<file path="src/rtl/core/drec_pkg.sv">
// Package with transfer types and constants of the rotary encoder counter
`default_nettype none

package drec_pkg;

  localparam int unsigned TicksBits = 16;
  localparam int unsigned PendingBits = 16;
  localparam logic [TicksBits-1:0] TicksReset = 16'd10;
  localparam logic [TicksBits-1:0] SettleMax = 16'hFFFF;

  typedef struct packed {
    logic clk_level;
    logic dt_level;
    logic take_left;
    logic take_right;
  } drec_in_t;

  typedef struct packed {
    logic                          left_taken;
    logic                          right_taken;
    logic signed [PendingBits-1:0] pending_count;
    logic                          settling;
  } drec_out_t;

endpackage

`default_nettype wire

</file>
<file path="src/rtl/core/debounced_rotary_encoder_counter_unit.sv">
// Debounced rotary encoder decoder with a saturating pending pulse counter
//
// Input channel (in_valid_i / in_ready_o / in_data_i): one transfer per sample
// period, carrying the encoder clock and data pin levels and two requests to
// take one pending left or right pulse.
// Output channel (out_valid_o / out_ready_i / out_data_o): exactly one
// transfer per input transfer, in order, with the taken flags, the pending
// count after the sample and the settling flag.
// Configuration: cfg_we_i writes cfg_wdata_i into the stability tick count;
// write it only while no transfer is in flight.
// An input transfer passes through one input register, then the decode and
// count update into the output register, before its output transfer.
// Throughput is one transfer per cycle while the receiver takes outputs, as
// the debounce state and pulse counter update with each move to the output.
// Reset clears the debounce state, the counter and both pipeline stages and
// loads the stability tick count with 10.
// A stalled receiver holds the output register; the input register still
// takes one more transfer, after which in_ready_o drops until the output moves.
`default_nettype none

module debounced_rotary_encoder_counter_unit #(
  parameter int unsigned COUNT_BITS = 16
) (
  input  wire logic                                 clk_i,
  input  wire logic                                 rst_ni,
  input  wire logic                                 in_valid_i,
  output      logic                                 in_ready_o,
  input  wire drec_pkg::drec_in_t                   in_data_i,
  output      logic                                 out_valid_o,
  input  wire logic                                 out_ready_i,
  output      drec_pkg::drec_out_t                  out_data_o,
  input  wire logic                                 cfg_we_i,
  input  wire logic [drec_pkg::TicksBits-1:0]       cfg_wdata_i
);

  localparam logic signed [COUNT_BITS-1:0] BalMax = {1'b0, {(COUNT_BITS-1){1'b1}}};
  localparam logic signed [COUNT_BITS-1:0] BalMin = {1'b1, {(COUNT_BITS-1){1'b0}}};
  localparam logic signed [COUNT_BITS-1:0] BalOne = COUNT_BITS'(1);

  logic [drec_pkg::TicksBits-1:0] ticks_q;

  logic               s1_valid_q;
  drec_pkg::drec_in_t s1_data_q;
  logic               out_valid_q;
  drec_pkg::drec_out_t out_data_q, out_data_d;

  logic                           changed_q, changed_d;
  logic                           prev_clk_q;
  logic                           cap_clk_q, cap_clk_d;
  logic                           cap_dt_q, cap_dt_d;
  logic [drec_pkg::TicksBits-1:0] settle_q, settle_d;
  logic signed [COUNT_BITS-1:0]   bal_q, bal_d;

  logic s2_free, s1_go, in_fire;
  logic clk_chg, cleared;
  logic signed [COUNT_BITS-1:0] bal_s, bal_l;
  logic left_ok, right_ok;
  logic signed [31:0] bal_wide;

  assign s2_free    = !out_valid_q || out_ready_i;
  assign s1_go      = s1_valid_q && s2_free;
  assign in_ready_o = !s1_valid_q || s1_go;
  assign in_fire    = in_valid_i && in_ready_o;

  always_comb begin
    clk_chg   = s1_data_q.clk_level != prev_clk_q;
    cleared   = 1'b0;
    changed_d = changed_q;
    cap_clk_d = cap_clk_q;
    cap_dt_d  = cap_dt_q;
    bal_s     = bal_q;
    if (!changed_q) begin
      if (clk_chg) begin
        cap_clk_d = s1_data_q.clk_level;
        cap_dt_d  = s1_data_q.dt_level;
        cleared   = 1'b1;
        changed_d = 1'b1;
      end
    end else if (clk_chg) begin
      cleared = 1'b1;
    end else if (settle_q >= ticks_q) begin
      if (!s1_data_q.clk_level && !cap_clk_q) begin
        if (cap_dt_q) begin
          if (bal_q != BalMax) begin
            bal_s = bal_q + BalOne;
          end
        end else if (bal_q != BalMin) begin
          bal_s = bal_q - BalOne;
        end
      end
      changed_d = 1'b0;
    end

    if (cleared) begin
      settle_d = '0;
    end else if (settle_q != drec_pkg::SettleMax) begin
      settle_d = settle_q + 16'd1;
    end else begin
      settle_d = settle_q;
    end

    left_ok  = s1_data_q.take_left && bal_s[COUNT_BITS-1];
    bal_l    = left_ok ? bal_s + BalOne : bal_s;
    right_ok = s1_data_q.take_right && !bal_l[COUNT_BITS-1] && (bal_l != '0);
    bal_d    = right_ok ? bal_l - BalOne : bal_l;

    bal_wide = 32'(bal_d);
    out_data_d.left_taken    = left_ok;
    out_data_d.right_taken   = right_ok;
    out_data_d.pending_count = bal_wide[drec_pkg::PendingBits-1:0];
    out_data_d.settling      = changed_d;
  end

  always_ff @(posedge clk_i or negedge rst_ni) begin
    if (!rst_ni) begin
      ticks_q <= drec_pkg::TicksReset;
    end else if (cfg_we_i) begin
      ticks_q <= cfg_wdata_i;
    end
  end

  always_ff @(posedge clk_i or negedge rst_ni) begin
    if (!rst_ni) begin
      s1_valid_q  <= 1'b0;
      out_valid_q <= 1'b0;
    end else begin
      if (in_fire) begin
        s1_valid_q <= 1'b1;
      end else if (s1_go) begin
        s1_valid_q <= 1'b0;
      end
      if (s1_go) begin
        out_valid_q <= 1'b1;
      end else if (out_ready_i) begin
        out_valid_q <= 1'b0;
      end
    end
  end

  always_ff @(posedge clk_i) begin
    if (in_fire) begin
      s1_data_q <= in_data_i;
    end
    if (s1_go) begin
      out_data_q <= out_data_d;
    end
  end

  always_ff @(posedge clk_i or negedge rst_ni) begin
    if (!rst_ni) begin
      changed_q  <= 1'b0;
      prev_clk_q <= 1'b0;
      cap_clk_q  <= 1'b0;
      cap_dt_q   <= 1'b0;
      settle_q   <= '0;
      bal_q      <= '0;
    end else if (s1_go) begin
      changed_q  <= changed_d;
      prev_clk_q <= s1_data_q.clk_level;
      cap_clk_q  <= cap_clk_d;
      cap_dt_q   <= cap_dt_d;
      settle_q   <= settle_d;
      bal_q      <= bal_d;
    end
  end

  assign out_valid_o = out_valid_q;
  assign out_data_o  = out_data_q;

endmodule

`default_nettype wire

</file>
<file path="config.mk">
export PLATFORM = sky130hd
export DESIGN_NAME = debounced_rotary_encoder_counter_unit
export DESIGN_NICKNAME = d
export VERILOG_FILES = /design/src/rtl/core/drec_pkg.sv /design/src/rtl/core/debounced_rotary_encoder_counter_unit.sv
export SDC_FILE = /design/constraint.sdc
export NUM_CORES = 1
export LEC_CHECK = 0
export ABC_AREA = 1
export BUFFER_PORTS_ARGS = -buffer_cell sky130_fd_sc_hd__buf_2
export CAP_MARGIN = 20
export CELL_PAD_IN_SITES_DETAIL_PLACEMENT = 1
export CELL_PAD_IN_SITES_GLOBAL_PLACEMENT = 2
export CORE_ASPECT_RATIO = 1.4
export CORE_MARGIN = 2
export CORE_UTILIZATION = 32
export CTS_BUF_LIST = sky130_fd_sc_hd__clkbuf_4 sky130_fd_sc_hd__clkbuf_8
export DETAILED_ROUTE_END_ITERATION = 7
export PLACE_DENSITY_LB_ADDON = 0.1
export REMOVE_ABC_BUFFERS = 1
export SYNTH_ARGS = -nofsm -noshare
export SYNTH_HDL_FRONTEND = slang
export SYNTH_SLANG_ARGS = --single-unit
</file>
<file path="constraint.sdc">
create_clock -name clk_i -period 3.3 [get_ports clk_i]
set_input_delay 0.33 -clock clk_i [delete_from_list [all_inputs] [get_ports clk_i]]
set_output_delay 0.33 -clock clk_i [all_outputs]
set_load 0.01 [all_outputs]
</file>
Yosys cells after proc, flatten, opt, wreduce, memory -nomap -nowiden
Cells that the tools add are included.
{"block": "totals", "register_bits": 77, "output_inout_bits": 21, "in_bits": 25}
{"block": "op_classes", "n_reduce_logical": 19, "n_mux": 19, "order_cmp": 1, "addsub": 5, "eq_ne": 4, "bitwise_logic": 1}
{"cell": "16-bit 2-to-1 mux", "n": 11}
{"cell": "16-bit inequality test (second input constant)", "n": 3}
{"cell": "16-bit by 2-bit adder with 16-bit output (second input constant)", "n": 2}
{"cell": "16-bit by 2-bit subtractor with 16-bit output (second input constant)", "n": 2}
{"cell": "16-bit by 1-bit adder with 16-bit output (second input constant)", "n": 1}
{"cell": "16-bit greater-or-equal comparator", "n": 1}
{"cell": "16-bit nonzero test", "n": 1}
{"cell": "1-bit 2-to-1 mux", "n": 8}
{"cell": "1-bit logical AND", "n": 6}
{"cell": "2-bit nonzero test", "n": 3}
{"cell": "1-bit zero test", "n": 5}
{"cell": "3-bit AND reduction", "n": 1}
{"cell": "1-bit logical OR", "n": 2}
{"cell": "2-bit AND reduction", "n": 1}
{"cell": "1-bit inequality test", "n": 1}
{"cell": "1-bit inverter", "n": 1}

Depth between registers and ports, before layout
Gate-level depths: netlist of the first run.
{"block": "logic_depth", "word_depth": 13, "depth_mapped": 33, "depth_no_buf": 31}

Worst setup path before layout of the first run
OpenSTA, ideal clock, no wires.
{"block": "synth_path", "kind": "register to register", "startpoint": "register ticks_q[3] (netlist bit)", "endpoint": "register out_data_q, in the netlist out_data_o[2] (data pin)", "path_stages_with_launch": 24, "arrival_ns": 3.312, "path_buffers": 1, "setup_slack_ns": -0.267, "required_time_ns": 3.045, "path_cell_list": "dfstp_2 inv_1 ha_1 a21oi_1 nand2_1 nand2_1 nand2_1 nand2_1 nand2_2 nand2_1 nand2_1 o21ai_4 ha_1 o21ai_1 ha_1 nand3_2 nor2_4 nand3_1 nor2_1 nand2_1 nand2_4 buf_6 nand2_1 and2_1"}
{"block": "synth_between", "elab_chain_cells": 10, "word_cells_on_any_way": 13, "classes_between": "add/sub: 2; order compare: 1; mux: 5; reduce/logical: 5"}
{"element": "start: declaration", "line_no": "debounced_rotary_encoder_counter_unit.sv:40", "source": "logic [drec_pkg::TicksBits-1:0] ticks_q;"}
{"element": "start signal: assignment", "line_no": "debounced_rotary_encoder_counter_unit.sv:116", "source": "ticks_q <= drec_pkg::TicksReset;"}
{"element": "start signal: assignment", "line_no": "debounced_rotary_encoder_counter_unit.sv:118", "source": "ticks_q <= cfg_wdata_i;"}
{"element": "16-bit greater-or-equal comparator (*)", "line_no": "debounced_rotary_encoder_counter_unit.sv:81", "source": "end else if (settle_q >= ticks_q) begin"}
{"element": "16-bit 2-to-1 mux (*)", "line_no": "debounced_rotary_encoder_counter_unit.sv:81"}
{"element": "16-bit 2-to-1 mux (*)", "line_no": "debounced_rotary_encoder_counter_unit.sv:79", "source": "end else if (clk_chg) begin"}
{"element": "16-bit 2-to-1 mux (*)", "line_no": "debounced_rotary_encoder_counter_unit.sv:72", "source": "if (!changed_q) begin"}
{"element": "16-bit by 2-bit adder with 16-bit output / 1-bit logical AND (equally long branches)", "line_no": "debounced_rotary_encoder_counter_unit.sv:103, debounced_rotary_encoder_counter_unit.sv:102"}
{"element": "16-bit 2-to-1 mux (*)", "line_no": "debounced_rotary_encoder_counter_unit.sv:103", "source": "bal_l = left_ok ? bal_s + BalOne : bal_s;"}
{"element": "parallel branches: the longest is 3 deep, another holds 16-bit by 2-bit subtractor with 16-bit output"}
{"element": "16-bit 2-to-1 mux (*)", "line_no": "debounced_rotary_encoder_counter_unit.sv:105", "source": "bal_d = right_ok ? bal_l - BalOne : bal_l;"}
{"element": "via bal_d[1]", "line_no": "debounced_rotary_encoder_counter_unit.sv:52", "source": "logic signed [COUNT_BITS-1:0] bal_q, bal_d;"}
{"element": "end signal: assignment", "line_no": "debounced_rotary_encoder_counter_unit.sv:145", "source": "out_data_q <= out_data_d;"}
{"element": "end: declaration", "line_no": "debounced_rotary_encoder_counter_unit.sv:45", "source": "drec_pkg::drec_out_t out_data_q, out_data_d;"}
Mark *: on every way through the listed nets, which the timed path passes.
A chain may end at the register's enable or synchronous reset.

Worst setup path in the final report of the first run
{"block": "layout_path", "startpoint": "register ticks_q[3] (netlist bit)", "endpoint": "register bal_q[7]"}
{"block": "layout_between", "elab_chain_cells": 10, "word_cells_on_any_way": 13, "classes_between": "add/sub: 2; order compare: 1; mux: 5; reduce/logical: 5"}
{"element": "16-bit greater-or-equal comparator (*)", "line_no": "debounced_rotary_encoder_counter_unit.sv:81"}
{"element": "16-bit 2-to-1 mux (*)", "line_no": "debounced_rotary_encoder_counter_unit.sv:81"}
{"element": "16-bit 2-to-1 mux (*)", "line_no": "debounced_rotary_encoder_counter_unit.sv:79"}
{"element": "16-bit 2-to-1 mux (*)", "line_no": "debounced_rotary_encoder_counter_unit.sv:72"}
{"element": "16-bit by 2-bit adder with 16-bit output / 1-bit logical AND (equally long branches)", "line_no": "debounced_rotary_encoder_counter_unit.sv:103, debounced_rotary_encoder_counter_unit.sv:102"}
{"element": "16-bit 2-to-1 mux (*)", "line_no": "debounced_rotary_encoder_counter_unit.sv:103"}
{"element": "parallel branches: the longest is 3 deep, another holds 16-bit by 2-bit subtractor with 16-bit output"}
{"element": "16-bit 2-to-1 mux (*)", "line_no": "debounced_rotary_encoder_counter_unit.sv:105"}
{"element": "via bal_d[7]", "line_no": "debounced_rotary_encoder_counter_unit.sv:52"}
{"element": "end signal: assignment", "line_no": "debounced_rotary_encoder_counter_unit.sv:163", "source": "bal_q <= bal_d;"}
{"element": "end: declaration", "line_no": "debounced_rotary_encoder_counter_unit.sv:52"}
Marks and branches as above.

==> results of run 1 <==
synth_stat cells (all sizes together) (2+ instances only):
library cell and n:
a21oi 22, buf 11, clkbuf 7, dfrtp 52, dfstp 2, edfxtp 23, ha 21, inv 118
mux2 2, nand2 328, nand3 77, nand3b 2, nand4 26, nor2 83, nor3 18, nor3b 2
nor4 2, o21ai 43, xnor2 2, xor2 10
critical path, delay by kind of cell, from the launching register on:
| kind | cells | cell delay [ns] |
|---|---|---|
| and+or+nand+nor | 20 | 1.76 |
| buffers and inverters | 5 | 0.49 |
| AOI/OAI and AO/OA | 1 | 0.18 |
| DFF | 1 | 0.55 |
| adders and majority gates | 3 | 0.67 |
registers in the layout (all words and copies together), names as in the netlist:
signal / flops
cap_clk_q: 1
s1_data_q: 4
settle_q: 16
s1_valid_q: 1
ticks_q: 16
cap_dt_q: 1
out_data_o: 19
out_valid_o: 1
changed_q: 1
bal_q: 16
prev_clk_q: 1
through the flow:
step	hold WS [ns]	power (mW)	std cells	setup slack, ns
2_1_floorplan	0.0344	3.27	840	-0.305
3_3_place_gp	0.481	5.13	1307	-0.517
3_5_place_dp	0.474	5.23	1307	-0.601
4_1_cts	0.0973	6.63	1359	-0.327
5_1_grt	0.0961	7.34	1365	-0.676
6_report	0.0767	6.86	1365	-0.464
power by group:
group,leakage [nW],internal (mW),switching [mW]
sequential,0.919,1.25,0.211
combinational,3.49,2.03,2.56
clock,0.103,0.362,0.452
final cells by class:
type                            instances  area, sq um
Clock buffer                            9          124
Clock inverter                          7         80.1
Fill cell                            2345         9140
Inverter                              118          445
Multi-Input combinational cell        645         3820
Sequential cell                        77         2040
Tap cell                              240          300
Timing Repair Buffer                  269         2050
worst paths after layout:
check / endpoint / slack (ns) / cells past startpoint
worst max-delay path: bal_q[7] / -0.46 / 29
worst min-delay path: bal_q[3] / 0.08 / 1
worst max register to register: bal_q[7] / -0.46 / 29
worst min register to register: cap_dt_q / 0.48 / 2
max in group asynchronous: bal_q[9] / 2.49 / 2
min in group clk_i: s1_data_q[0] / 0.12 / 1
kinds of logic (layout without fill, tap and decap cells):
| family | count (synthesis) | in the layout | share of synthesized area [%] |
|---|---|---|---|
| flops | 77 | 77 | 34.8 |
| compound gates | 70 | 70 | 6.62 |
| mux | 2 | 2 | 0.383 |
| xor+xnor | 12 | 12 | 1.92 |
| buf+inv | 136 | 403 | 9.26 |
| simple gates | 540 | 540 | 42.5 |
| fa+ha+maj | 21 | 21 | 4.47 |
per-layer routing:
layer  global-route usage, %  share of wire [%]  wire, microns
met5                       0                  0              0
met4                    10.1                3.8            886
met3                    3.02                1.9            438
met2                    48.9                 56          13000
met1                    25.1                 38           8720
what timing repair did:
item | CTS | global route
gates resized for setup | 109 | 45
cloned | 1 | 0
endpoints found under the setup margin | 33 | 33
buffers inserted | 35 | 6
pin swaps | 56 | 38
==> summary.txt, run 1 <==
Status
  – Outcome: complete, but fails checks
  – Failing checks: negative setup slack

Die
  – Core Box Area: 18000 sq um
  – Die H: 164 microns
  – # IOs: 46
  – Die area: 19500 sq um
  – Initial Utilization: 32.6%
  – Rows: 58
  – Die W: 119 microns

Worst hold path
  – Hold Path Class: input pin to async pin

CTS
  – Clk Tree Root Cell: clkbuf_8
  – Cts hold-fix bufs: 0
  – Clk_lat worst skew: 0.39 ns
  – Clock transition at path regs: 0.10 ns
  – CTS buffer count: 9
  – CTS tree: built
  – # H-tree levels: 3
  – Clk buf depth: 2
  – Num Clock Sinks: 77

Cells and area
  – Layout area overhead: 50.9%
  – Most common cell after layout, fill and taps aside: nand2_1
  – Commonest cells after routing, fill and taps aside: 241 x nand2_1, 203 x buf_4, 98 x inv_1, 66 x nand3_1, 61 x nand2_2
  – Layout cell share with drive strength beyond 1: 41.6%
  – Final #Nets: 1166
  – Final instance area: 8860 sq um
  – Post-Route Utilization: 49.2%
  – Antenna cells: 0

Place
  – # port buffers: 45
  – Detail Placement HPWL: 17.8 mm
  – Placer Congestion: 0.892
  – Placed Area: 7690 sq um

Worst setup path
  – Worst Setup Start Kind: register
  – Worst path slowest cell: dfstp_2
  – Critical setup path kind: register to register
  – CP required: 3.58 ns
  – CP max FO: 13
  – Worst setup path start: ticks_q[3]
  – Critical Path AT: 4.05 ns
  – Worst setup EP type: register
  – Reg2reg start: ticks_q[3]
  – Worst path max stage delay: 0.55 ns

Route
  – WL/cell: 16.9 microns
  – DR iter-0 viols: 235
  – DRT antenna net count: 0
  – Post-route DRC: 0
  – DR pass1 iterations: 4
  – Via count: 6646
  – WL final: 23.1 mm
  – Vias per cell: 4.87

Global route
  – Overall Global Routing Usage: 24.4%
  – Largest net degree at the start of global routing: 39
  – Number of global-route vias before repair: 7340
  – Global-route wire length before repair: 36.8 mm
  – GRT overflow: 0
  – Initial antenna violation count: 0

Synth
  – Syn avg cell area: 6.85 sq um
  – Post-Synthesis Cells: 858
  – Syn Std Cell Area: 5870 sq um
  – Yosys top cell by area: dfrtp_1
  – Count of cell types in the netlist: 43
  – Number of synthesized register bits: 77
  – YS warnings: 0
  – Post-synth EDFFs: 23
  – Asr flop ratio synth: 70.1%
  – Synth area leaders: dfrtp_1 22%, nand2_1 18%, edfxtp_1 12%
  – Yosys top cell area share: 22.2%
  – Top_reg_cell synth: dfrtp_1
  – Seq/Total Area, Yosys: 34.8%

STA
  – RSZ-0062 raised after global routing: true
  – Max Slew Vio Count: 0
  – Worst setup margin: -0.464 ns
  – Clk_skew: 0.0190 ns
  – Tmin final: 3.76 ns
  – Final worst-path cycle share: 114%
  – Worst-margin pin slew: 0.975 ns
  – Final TNS setup: -13.20 ns
  – Final hold vios: 0
  – Fmax: 266 MHz
  – Worst rel slew slack: 35.0%
  – Setup violations, final: 33

Run
  – Max_cap viols: 0

Power
  – Static Leak: 4.51 nW
  – PD cells: 774 nW/um^2
  – Peak VDD IR: 0.301 mV
Note: power is estimated with default switching activity, not from simulation.
==> inputs of run 2 (changes only) <==
--- a/config.mk
+++ b/config.mk
@@ -15,6 +15,7 @@
 export CORE_UTILIZATION = 32
 export CTS_BUF_LIST = sky130_fd_sc_hd__clkbuf_4 sky130_fd_sc_hd__clkbuf_8
 export DETAILED_ROUTE_END_ITERATION = 7
+export GPL_TIMING_DRIVEN = 0
 export PLACE_DENSITY_LB_ADDON = 0.1
 export REMOVE_ABC_BUFFERS = 1
 export SYNTH_ARGS = -nofsm -noshare
==> summary.txt, run 2 (synthesis results as in run 1) <==
Global route
  – Overall Global Routing Usage: 21.1% (-3.3 points)
  – GRT overflow: 0 (unchanged)
  – Initial antenna violation count: 0 (unchanged)
  – Largest net degree at the start of global routing: 55 (+41%)
  – Number of global-route vias before repair: 6296 (-14%)
  – Global-route wire length before repair: 31.8 mm (-13%)

Status
  – Failing checks: negative hold slack, negative setup slack
  – Outcome: complete, but fails checks

Route
  – WL final: 20.3 mm (-12%)
  – Via count: 5966 (-10%)
  – Vias per cell: 4.98 (+2.3%)
  – DR iter-0 viols: 177 (-25%)
  – WL/cell: 17.0 microns (+0.37%)
  – Post-route DRC: 0 (unchanged)
  – DR pass1 iterations: 4 (unchanged)
  – DRT antenna net count: 0 (unchanged)

STA
  – Tmin final: 3.63 ns (-0.134 ns)
  – Fin Hold WS: -0.00173 ns (-0.0784 ns)
  – Clk_skew: 0.0109 ns (-0.00805 ns)
  – Final hold vios: 1 (+1)
  – Max Slew Vio Count: 0 (unchanged)
  – Final TNS setup: -9.13 ns (+4.07 ns)
  – Setup violations, final: 33 (unchanged)
  – Final worst-path cycle share: 110% (-4.1 points)
  – RSZ-0062 raised after global routing: true
  – Worst-margin pin slew: 0.786 ns (-0.189 ns)
  – Fmax: 276 MHz (+3.7%)
  – Worst rel slew slack: 47.6% (+13 points)
  – Worst setup margin: -0.329 ns (+0.134 ns)

Power
  – Comb power frac: 59.8% (-7.0 points)
  – Switching power total: 2.89 mW (-10%)
  – Reg power frac: 27.6% (+6.3 points)
  – Peak VDD IR: 0.235 mV (-22%)
  – Clk pwr share: 12.6% (+0.7 points)
  – Switching portion of total power: 51.0% (+4.1 points)
  – PD cells: 746 nW/um^2 (-3.6%)
  – Internal Power: 2.77 mW (-24%)
  – Static Leak: 3.62 nW (-20%)

CTS
  – CTS tree: built
  – # H-tree levels: 3 (unchanged)
  – Num Clock Sinks: 77 (unchanged)
  – Cts hold-fix bufs: 0 (unchanged)
  – Clock transition at path regs: 0.09 ns (about the same)
  – Clk Tree Root Cell: clkbuf_8
  – Clk buf depth: 2 (unchanged)
  – CTS buffer count: 9 (unchanged)
  – Clk_lat worst skew: 0.38 ns (about the same)

Worst setup path
  – R2R depth: 23 (-21%)
  – Worst setup path start: bal_q[11]
  – Worst R2R Setup Slack: -0.33 ns (+0.13 ns)
  – Worst setup EP type: register
  – CP max FO: 7 (-6)
  – Most used cell, CP: nand2_1
  – Worst-path cell chain: nor2_1 -> nand2_1 -> nor2_1 -> nand2_1 -> nand2_1 -> nand2_1 -> nand2_1 -> nand2_2 -> o21ai_4 -> ha_4 -> nand3_4 -> nor2_4 -> buf_6 -> nand4_1 -> nand2_2 -> inv_2 -> nand3_2 -> nor2_2 -> nand2_2 -> nand2_8 -> buf_12 -> nand2_4 -> nand2_4
  – Critical Path AT: 3.76 ns (-0.29 ns)
  – Reg2reg start: bal_q[11]
  – Worst path max stage delay: 0.51 ns (-0.04 ns)
  – Worst setup path endpoint: out_data_o[6]
  – Worst path slowest cell: dfrtp_1
  – CP required: 3.43 ns (-0.15 ns)
  – Worst R2R End: out_data_o[6]
  – Worst Setup Start Kind: register
  – Critical setup path kind: register to register

Cells and area
  – Final #Nets: 999 (-14%)
  – Max reg flops: 19 (unchanged)
  – Fillers: 2327 (-0.77%)
  – Layout area overhead: 29.3%
  – Commonest cells after routing, fill and taps aside: 239 x nand2_1, 95 x inv_1, 67 x nand3_1, 60 x nand2_2, 47 x buf_4
  – Register Area: 2060 sq um (+0.55%)
  – Layout cell share with drive strength beyond 1: 33.2% (-8.4 points)
  – Antenna cells: 0 (unchanged)
  – Multi-input combinational cell area: 3890 sq um (+2.0%)
  – Non-filler instance count after layout: 1198 (-12%)
  – Most common cell after layout, fill and taps aside: nand2_1

Die
  – Die area: 19500 sq um (unchanged)
  – # IOs: 46 (unchanged)
  – Rows: 58 (unchanged)
  – Core Box Area: 18000 sq um (unchanged)
  – Die W: 119 microns (unchanged)
  – Die H: 164 microns (unchanged)
  – Initial Utilization: 32.6% (unchanged)

Place
  – Placed Cells: 1126 (-14%)
  – Placer Congestion: 0.846 (-5.1%)
  – # port buffers: 45 (unchanged)
  – Detail Placement HPWL: 14.9 mm (-16%)

Worst hold path
  – Hold Path Class: input pin to async pin

Run
  – Max_cap viols: 0 (unchanged)
[run 2: cell count changes in the layout (fill, tap and decap cells not counted), moves of 3 or more]
cell / delta
inv_1: -3
buf_6: -9
nand2_8: +3
clkinvlp_4: +4
buf_4: -156
dfrtp_1: -9
dfrtp_2: +9
[run 2: worst max-delay path: cells and delay by family, from the launching register on]
| family | cells | cell delay [ns] |
|---|---|---|
| adder cells (fa/ha/maj) | 1 | 0.19 |
| flip-flops | 1 | 0.51 |
| AO/OA/AOI/OAI | 1 | 0.24 |
| AND/OR/NAND/NOR | 18 | 2.06 |
| buffers and inverters | 3 | 0.36 |
[run 2: repair_timing]
item / CTS / global route
setup buffers: 43 / 12
endpoints found under the setup margin: 36 / 33
cloned: 2 / 0
resized for setup: 102 / 68
pin swaps: 48 / 28
[run 2: per-stage QoR]
step | area [sq um] | power (mW) | utilization, % | setup slack [ns]
global route | 7600 | 6.11 | 42.2 | -0.569
floorplan | 5770 | 3.27 | - | -0.305
CTS | 7260 | 5.37 | 40.3 | -0.333
finish | 7600 | 5.67 | 42.2 | -0.329
global placement | 6300 | 4.03 | 35.0 | -1.04
detailed placement | 6330 | 4.13 | 35.2 | -1.05
[run 2: area by class of cell]
| cell class | count | share of cell area [%] |
|---|---|---|
| clock inverters | 5 | 0.494 |
| repair buffers | 100 | 9.44 |
| well taps | 240 | 3.95 |
| inverters | 118 | 5.98 |
| multi-input cells | 647 | 51.3 |
| clock buffers | 11 | 1.83 |
| flip-flops and latches | 77 | 27.1 |
[run 2: layer usage]
metal  up-vias  track usage [%]  part of all wire (%)
li1       2924                -                     -
met1      2911             22.2                    39
met2        86             40.8                    55
met3        45             2.85                   1.8
met4         0             10.4                   4.5
met5         -                0                     0
[run 2: worst min-delay path by stage]
stage | from | endpoint | slack (ns) | cells after the start
after CTS | rst_ni | bal_q[2] | 0.05 | 1
after floorplan | rst_ni | bal_q[0] | 0.03 | 0
after global placement | s1_data_q[2] | cap_dt_q | 0.47 | 2
after detailed placement | rst_ni | ticks_q[0] | 0.47 | 1
final | rst_ni | bal_q[2] | -0.002 | 1
after global routing | rst_ni | bal_q[2] | 0.05 | 1
[run 2: power by group through the flow]
stage / registers, mW / logic (mW) / clock network [mW]
floorplan: 1.49 / 1.78 / 0
global placement: 1.56 / 2.48 / 0
detailed placement: 1.56 / 2.56 / 0
CTS: 1.55 / 3.08 / 0.733
global route: 1.59 / 3.75 / 0.772
finish: 1.56 / 3.39 / 0.712
